File: src/rtl/pba_pkg.sv
// ============================================================================
// pba_pkg
// Shared types and constants of the prefill batch admission block.
// ============================================================================
package pba_pkg;

  localparam int unsigned IdxW    = 16;
  localparam int unsigned RepW    = 8;
  localparam int unsigned TokW    = 20;
  localparam int unsigned TotW    = 40;
  localparam int unsigned CntW    = 10;
  localparam int unsigned HintW   = 21;
  localparam int unsigned LimW    = 32;
  localparam int unsigned CfgIdxW = 3;
  localparam int unsigned CfgDatW = 32;
  localparam int unsigned InDatW  = 88;
  localparam int unsigned OutDatW = 112;
  localparam int unsigned OutUsrW = 2;

  // Configuration register indexes.
  localparam logic [CfgIdxW-1:0] RegOwnReplica   = 3'd0;
  localparam logic [CfgIdxW-1:0] RegRequestLimit = 3'd1;
  localparam logic [CfgIdxW-1:0] RegTokenLimit   = 3'd2;
  localparam logic [CfgIdxW-1:0] RegChunkEnable  = 3'd3;
  localparam logic [CfgIdxW-1:0] RegChunkSize    = 3'd4;

  localparam logic [RepW-1:0] OwnReplicaRst   = '0;
  localparam logic [CntW-1:0] RequestLimitRst = 10'd1;
  localparam logic [LimW-1:0] TokenLimitRst   = '0;
  localparam logic [TokW-1:0] ChunkSizeRst    = 20'd512;

  localparam logic [TotW-1:0] TotMax = '1;

  // One result word.
  typedef struct packed {
    logic             admitted;
    logic [IdxW-1:0]  granted_index;
    logic [TokW-1:0]  granted_tokens;
    logic [TotW-1:0]  batch_tokens;
    logic [CntW-1:0]  batch_count;
    logic [HintW-1:0] length_hint;
    logic             batch_closed;
    logic             batch_empty;
  } result_t;

endpackage

File: src/rtl/prefill_batch_admission.sv
// ============================================================================
// prefill_batch_admission
// Greedy admission of candidate requests into one prefill batch.
// ============================================================================
// The block takes one candidate request per word on the in_ stream and
// returns one result word per candidate on the out_ stream, in order. Each
// candidate is decided in the cycle it is accepted: a single add, compare
// and max against the running batch state, which is written back at the
// same clock edge, so a new candidate can be accepted every cycle while
// the skid register is empty. A two-deep output stage (result register plus
// skid register) lets the block keep accepting while the result side
// stalls; in_tready is the registered inverse of skid_valid_r. Configuration
// is written through the cfg_ port; the user must write it only while the
// block is idle (not enforced here). It takes effect on the next candidate.
// ============================================================================
module prefill_batch_admission (
  input  logic                             clk,
  input  logic                             rst_n,
  // Configuration write port.
  input  logic                             cfg_we,
  input  logic [pba_pkg::CfgIdxW-1:0]      cfg_index,
  input  logic [pba_pkg::CfgDatW-1:0]      cfg_wdata,
  // Candidate stream.
  input  logic                             in_tvalid,
  output logic                             in_tready,
  // tdata, from bit 0: req_index[15:0], req_replica[23:16], req_finished[24],
  // req_busy[25], req_remaining[45:26], req_prompt[65:46],
  // req_done_out[85:66], zero fill[87:86].
  input  logic [pba_pkg::InDatW-1:0]       in_tdata,
  input  logic                             in_tlast,   // final_candidate
  // Result stream.
  output logic                             out_tvalid,
  input  logic                             out_tready,
  // tdata, from bit 0: granted_index[15:0], granted_tokens[35:16],
  // batch_tokens[75:36], batch_count[85:76], length_hint[106:86],
  // zero fill[111:107].
  output logic [pba_pkg::OutDatW-1:0]      out_tdata,
  // tuser, from bit 0: admitted[0], batch_empty[1].
  output logic [pba_pkg::OutUsrW-1:0]      out_tuser,
  output logic                             out_tlast   // batch_closed
);

  // Configuration registers.
  logic [pba_pkg::RepW-1:0] own_replica_r;
  logic [pba_pkg::CntW-1:0] request_limit_r;
  logic [pba_pkg::LimW-1:0] token_limit_r;
  logic                     chunk_enable_r;
  logic [pba_pkg::TokW-1:0] chunk_size_r;

  // Running batch state.
  logic [pba_pkg::TotW-1:0]  token_total_r, token_total_nxt;
  logic [pba_pkg::CntW-1:0]  admit_count_r, admit_count_nxt;
  logic [pba_pkg::HintW-1:0] hint_max_r, hint_max_nxt;
  logic                      batch_full_r, batch_full_nxt;

  // Output stage.
  pba_pkg::result_t out_r, out_nxt, skid_r, skid_nxt, res;
  logic             out_valid_r, out_valid_nxt, skid_valid_r, skid_valid_nxt;

  // Unpacked candidate fields.
  logic [pba_pkg::IdxW-1:0] req_index;
  logic [pba_pkg::RepW-1:0] req_replica;
  logic                     req_finished, req_busy;
  logic [pba_pkg::TokW-1:0] req_remaining, req_prompt, req_done_out;

  logic                       in_acc;
  logic                       eligible, admit, hit_limit, closed;
  logic [pba_pkg::TokW-1:0]   grant;
  logic [pba_pkg::TotW:0]     sum;
  logic [pba_pkg::TotW-1:0]   total_new;
  logic [pba_pkg::CntW-1:0]   count_new, lim;
  logic [pba_pkg::HintW-1:0]  len, hint_new;

  assign req_index     = in_tdata[15:0];
  assign req_replica   = in_tdata[23:16];
  assign req_finished  = in_tdata[24];
  assign req_busy      = in_tdata[25];
  assign req_remaining = in_tdata[45:26];
  assign req_prompt    = in_tdata[65:46];
  assign req_done_out  = in_tdata[85:66];

  assign in_tready = ~skid_valid_r;
  assign in_acc    = in_tvalid & in_tready;

  // Admission decision for the candidate on the input.
  always_comb begin
    eligible = (req_replica == own_replica_r) & ~req_finished & ~req_busy &
               (req_remaining != '0);
    grant = req_remaining;
    if (chunk_enable_r && (chunk_size_r < req_remaining)) begin
      grant = chunk_size_r;
    end
    // The sum is one bit wider so the budget check and saturation see carry.
    sum = {1'b0, token_total_r} + {{(pba_pkg::TotW + 1 - pba_pkg::TokW){1'b0}}, grant};
    admit = eligible & ((admit_count_r == '0) | (token_limit_r == '0) |
            (sum <= {{(pba_pkg::TotW + 1 - pba_pkg::LimW){1'b0}}, token_limit_r}));
    if (!admit) begin
      grant = '0;
    end

    len       = {1'b0, req_prompt} + {1'b0, req_done_out};
    total_new = token_total_r;
    count_new = admit_count_r;
    hint_new  = hint_max_r;
    if (admit) begin
      total_new = sum[pba_pkg::TotW] ? pba_pkg::TotMax : sum[pba_pkg::TotW-1:0];
      count_new = admit_count_r + {{(pba_pkg::CntW-1){1'b0}}, 1'b1};
      if (len > hint_max_r) begin
        hint_new = len;
      end
    end
    lim       = (request_limit_r == '0) ? {{(pba_pkg::CntW-1){1'b0}}, 1'b1}
                                        : request_limit_r;
    hit_limit = admit & (count_new >= lim);
    closed    = hit_limit | in_tlast;

    res.granted_index = req_index;
    if (batch_full_r) begin
      // A full batch ignores candidates until the final one of the list.
      res.admitted       = 1'b0;
      res.granted_tokens = '0;
      res.batch_tokens   = '0;
      res.batch_count    = '0;
      res.length_hint    = '0;
      res.batch_closed   = 1'b0;
      res.batch_empty    = 1'b0;
      token_total_nxt    = token_total_r;
      admit_count_nxt    = admit_count_r;
      hint_max_nxt       = hint_max_r;
      batch_full_nxt     = ~in_tlast;
    end else begin
      res.admitted       = admit;
      res.granted_tokens = grant;
      res.batch_tokens   = total_new;
      res.batch_count    = count_new;
      res.length_hint    = hint_new;
      res.batch_closed   = closed;
      res.batch_empty    = closed & (count_new == '0);
      if (closed) begin
        token_total_nxt = '0;
        admit_count_nxt = '0;
        hint_max_nxt    = '0;
        batch_full_nxt  = hit_limit & ~in_tlast;
      end else begin
        token_total_nxt = total_new;
        admit_count_nxt = count_new;
        hint_max_nxt    = hint_new;
        batch_full_nxt  = 1'b0;
      end
    end
  end

  // Output and skid registers: a result lands in the output register when it
  // is free or draining this cycle, otherwise in the skid register.
  always_comb begin
    out_nxt        = out_r;
    skid_nxt       = skid_r;
    out_valid_nxt  = out_valid_r;
    skid_valid_nxt = skid_valid_r;
    if (skid_valid_r) begin
      if (out_tready) begin
        out_nxt        = skid_r;
        skid_valid_nxt = 1'b0;
      end
    end else if (in_acc) begin
      if (!out_valid_r || out_tready) begin
        out_nxt       = res;
        out_valid_nxt = 1'b1;
      end else begin
        skid_nxt       = res;
        skid_valid_nxt = 1'b1;
      end
    end else if (out_tready) begin
      out_valid_nxt = 1'b0;
    end
  end

  always_ff @(posedge clk) begin
    if (!rst_n) begin
      own_replica_r   <= pba_pkg::OwnReplicaRst;
      request_limit_r <= pba_pkg::RequestLimitRst;
      token_limit_r   <= pba_pkg::TokenLimitRst;
      chunk_enable_r  <= 1'b0;
      chunk_size_r    <= pba_pkg::ChunkSizeRst;
      token_total_r   <= '0;
      admit_count_r   <= '0;
      hint_max_r      <= '0;
      batch_full_r    <= 1'b0;
      out_valid_r     <= 1'b0;
      skid_valid_r    <= 1'b0;
    end else begin
      if (cfg_we) begin
        case (cfg_index)
          pba_pkg::RegOwnReplica:   own_replica_r   <= cfg_wdata[pba_pkg::RepW-1:0];
          pba_pkg::RegRequestLimit: request_limit_r <= cfg_wdata[pba_pkg::CntW-1:0];
          pba_pkg::RegTokenLimit:   token_limit_r   <= cfg_wdata[pba_pkg::LimW-1:0];
          pba_pkg::RegChunkEnable:  chunk_enable_r  <= cfg_wdata[0];
          pba_pkg::RegChunkSize:    chunk_size_r    <= cfg_wdata[pba_pkg::TokW-1:0];
          default: ;
        endcase
      end
      if (in_acc) begin
        token_total_r <= token_total_nxt;
        admit_count_r <= admit_count_nxt;
        hint_max_r    <= hint_max_nxt;
        batch_full_r  <= batch_full_nxt;
      end
      out_valid_r  <= out_valid_nxt;
      skid_valid_r <= skid_valid_nxt;
    end
  end

  always_ff @(posedge clk) begin
    out_r  <= out_nxt;
    skid_r <= skid_nxt;
  end

  assign out_tvalid = out_valid_r;
  assign out_tdata  = {5'b0, out_r.length_hint, out_r.batch_count, out_r.batch_tokens,
                       out_r.granted_tokens, out_r.granted_index};
  assign out_tuser  = {out_r.batch_empty, out_r.admitted};
  assign out_tlast  = out_r.batch_closed;

endmodule

File: config.mk
export PLATFORM = sky130hd
export DESIGN_NAME = prefill_batch_admission
export DESIGN_NICKNAME = d
export VERILOG_FILES = /design/src/rtl/pba_pkg.sv /design/src/rtl/prefill_batch_admission.sv
export SDC_FILE = /design/constraint.sdc
export NUM_CORES = 1
export LEC_CHECK = 0
export ABC_AREA = 1
export BUFFER_PORTS_ARGS = -buffer_cell sky130_fd_sc_hd__buf_2
export CAP_MARGIN = 20
export CORE_UTILIZATION = 30
export CTS_BUF_LIST = sky130_fd_sc_hd__clkbuf_4
export DETAILED_ROUTE_END_ITERATION = 10
export PLACE_DENSITY_LB_ADDON = 0.05
export SLEW_MARGIN = 25
export SYNTH_ARGS = -nofsm -noshare
export SYNTH_HDL_FRONTEND = slang
export SYNTH_SLANG_ARGS = --single-unit
File: constraint.sdc
create_clock -name clk -period 14.5 [get_ports clk]
set_input_delay 2.9 -clock clk [delete_from_list [all_inputs] [get_ports clk]]
set_output_delay 2.9 -clock clk [all_outputs]
set_load 0.1 [all_outputs]
==> results.py <==
metrics = {
    "synth": {
        "synth_edf_count": 220,
        "synth_warnings": 0,
        "synth.largest_area_cell": "edfxtp_1",
        "synthArstFlopShare_pct": 0,
        "synth.area.top_cells": "edfxtp_1, dfxtp_1, nand2_1, ha_1, inv_1",
        "synth_flop_cell": "edfxtp_1",
        "synth.yosys.seq_area_share_pct": 46.6,
        "netlist_area_um2": 20400,
        "syn_area_per_cell_um2": 8.08,
        "synth_top_area_share_pct": 32.4,
        "synth_cells": 2525,
        "ys_ff_latch": 365,
        "synth.cells.most_frequent": "nand2_1, inv_1, edfxtp_1, nor2_1, a21oi_1",
        "synth_most_common_cell": "nand2_1",
        "ys_types": 53,
    },
    "sta": {
        "clock_skew_ps": 44.4,
        "rsz0062_at_grt": "false",
        "finalSetupTns_ps": 0,
        "min_period_over_period_pct": 82.7,
        "slew_violations": 0,
        "tightest_slew_ps": 1070,
        "setup_viol": 0,
        "hold_viol": 0,
        "relSlewSlack_pct": 28.8,
        "period_needed_ps": 11990,
        "fmax_mhz": 83.4,
        "setup_slack_ps": 2510,
    },
    "worst_setup_path": {
        "end_kind": "flop",
        "critPathLaunchType": "primary input",
        "crit_slowest_cell": "o21ai_0",
        "worstPathRequired_ps": 15260,
        "worstPathArrival_ps": 12750,
        "crit_fanout": 47,
        "path_class": "in -> reg",
        "cp_slowest_stage_delay_ps": 620,
        "crit_top_cell": "nand2_1",
    },
    "cts": {
        "post_cts.repair.setup_buffers": 0,
        "hold_buffers": 0,
        "htreeDepth": 3,
        "cts_tree": "done",
        "clock_sinks": 365,
        "root_buffer": "clkbuf_4",
        "clock_path_buffers": 3,
        "post_cts.resized_instances": 0,
        "numCtsBuffers": 108,
        "path_clk_slew_ps": 70,
        "clk_latency_ps": 860,
    },
    "floorplanning": {
        "core_um2": 67200,
        "die_w_um": 263,
        "dieArea_um2": 69000,
        "die_h_um": 263,
        "start_util_pct": 30.4,
        "placementRows": 95,
        "io_pins": 246,
    },
    "place": {
        "detailed_place_hpwl_um": 45100,
        "gp_congestion": 0.877,
        "numPortBuffers": 238,
        "place_ws_ps": 1760,
        "postPlaceCellArea_um2": 22400,
    },
    "pwr": {
        "p_leak_uw": 0.0110,
        "finalPower_uw": 2620,
        "power-per-cell-area_nw_per_um2": 109,
        "ir_drop_v": 0.0000517,
    },
    "finish": {
        "drive_gt1_share_pct": 17.3,
        "layout.nets": 3039,
        "final_area_um2": 23900,
        "post-route-util_pct": 35.6,
        "fillers": 7155,
        "area_growth_pct": 17.2,
    },
    "flow_run": {
        "cap_violations": 0,
    },
    "route": {
        "drcViolationCount": 0,
        "via_count": 17800,
        "dr.pass1.iters": 5,
        "ant_nets": 0,
        "drtIter0Drc": 1060,
        "vias_per_cell": 4.75,
        "finalWirelength_um": 64800,
        "wl_per_cell_um": 17.3,
    },
    "global_routing": {
        "gr-total-overflow": 0,
        "first_global_vias": 17900,
        "track_usage_pct": 18.7,
        "grt_max_degree": 78,
        "antenna_found_initial": 4,
        "grt_pass1_wl_um": 102000,
    },
    "outcome": {
        "status": "completed",
    },
    "min_path": {
        "worst_hold_path_type": "reg -> reg",
    },
}
-- layout make-up --
class	instances	area, µm²	share of cell area, %
multi-input combinational	1719	9180	38.4
clock buffer	180	1350	5.66
clock inverter	23	154	0.644
sequential	365	9510	39.8
timing repair buffer	260	1360	5.68
tap	873	1090	4.57
antenna	1	2.50	0.0105
inverter	331	1240	5.21
-- worst max-delay path: cells and delay by family --
family | cells | cell delay, ps
AND/OR/NAND/NOR | 27 | 4070
AO/OA/AOI/OAI | 12 | 3040
adder cells (fa/ha/maj) | 4 | 1240
buffers and inverters | 6 | 1000
XOR/XNOR | 2 | 450
-- through the flow --
step	cells	hold slack, ps
final	3752	465
after global routing	3752	488
after CTS	3751	467
after detailed placement	3548	455
after global placement	3548	456
after floorplan	2529	425
-- per-layer routing --
| metal | up-vias | GRT usage (%) | share of wire, % |
|---|---|---|---|
| met5 | - | 0 | 0.042 |
| met4 | 4 | 6.33 | 2.1 |
| met3 | 96 | 3.37 | 5.1 |
| met2 | 450 | 29.3 | 44 |
| met1 | 8292 | 25.9 | 49 |
| li1 | 8967 | - | - |
-- state kept, by name, indices dropped and copies added, names as in the netlist, 2 cells and up --
register,count
out_tdata,107
admit_count_r,10
token_total_r,40
token_limit_r,32
own_replica_r,8
skid_r,110
request_limit_r,10
out_tuser,2
hint_max_r,21
chunk_size_r,20
-- power by group --
part	internal (µW)	switching, µW
clock	592	479
sequential	1130	11.5
combinational	88.3	316
total	1810	807
-- layout by cell type, fill, tap and decap left out, drive strengths merged, types with 4 or more instances in the layout --
| master | n |
|---|---|
| clkinv | 21 |
| nand4 | 103 |
| nand3b | 4 |
| xor2 | 43 |
| o21bai | 8 |
| dfxtp | 145 |
| clkbuf | 180 |
| a21oi | 214 |
| conb | 5 |
| nor3 | 22 |
| mux2i | 14 |
| xnor2 | 15 |
| a211oi | 4 |
| buf | 260 |
| nor4 | 14 |
| ha | 123 |
| o21ai | 177 |
| a31oi | 4 |
| edfxtp | 220 |
| inv | 328 |
| nand2 | 659 |
| nand3 | 64 |
| nor2 | 219 |
| a21boi | 6 |
-- cells by family after synthesis --
| group | share of synthesized area (%) |
|---|---|
| multiplexers | 0.687 |
| AO/OA/AOI/OAI | 11.1 |
| flip-flops | 46.6 |
| AND/OR/NAND/NOR | 22.8 |
| XOR/XNOR | 2.49 |
| other | 0.0184 |
| buffers and inverters | 8.61 |
| adder cells (fa/ha/maj) | 7.74 |
-- path summary, 6_finish.rpt --
check	startpoint	end	slack (ps)	cells after the start
max	in_tdata[31]	token_total_r[11]	2510	51
min reg2reg	hint_max_r[20]	hint_max_r[20]	470	2
max reg2reg	chunk_size_r[5]	token_total_r[11]	4420	49
min	hint_max_r[20]	hint_max_r[20]	470	2
Power figures use the tool's default switching activity.
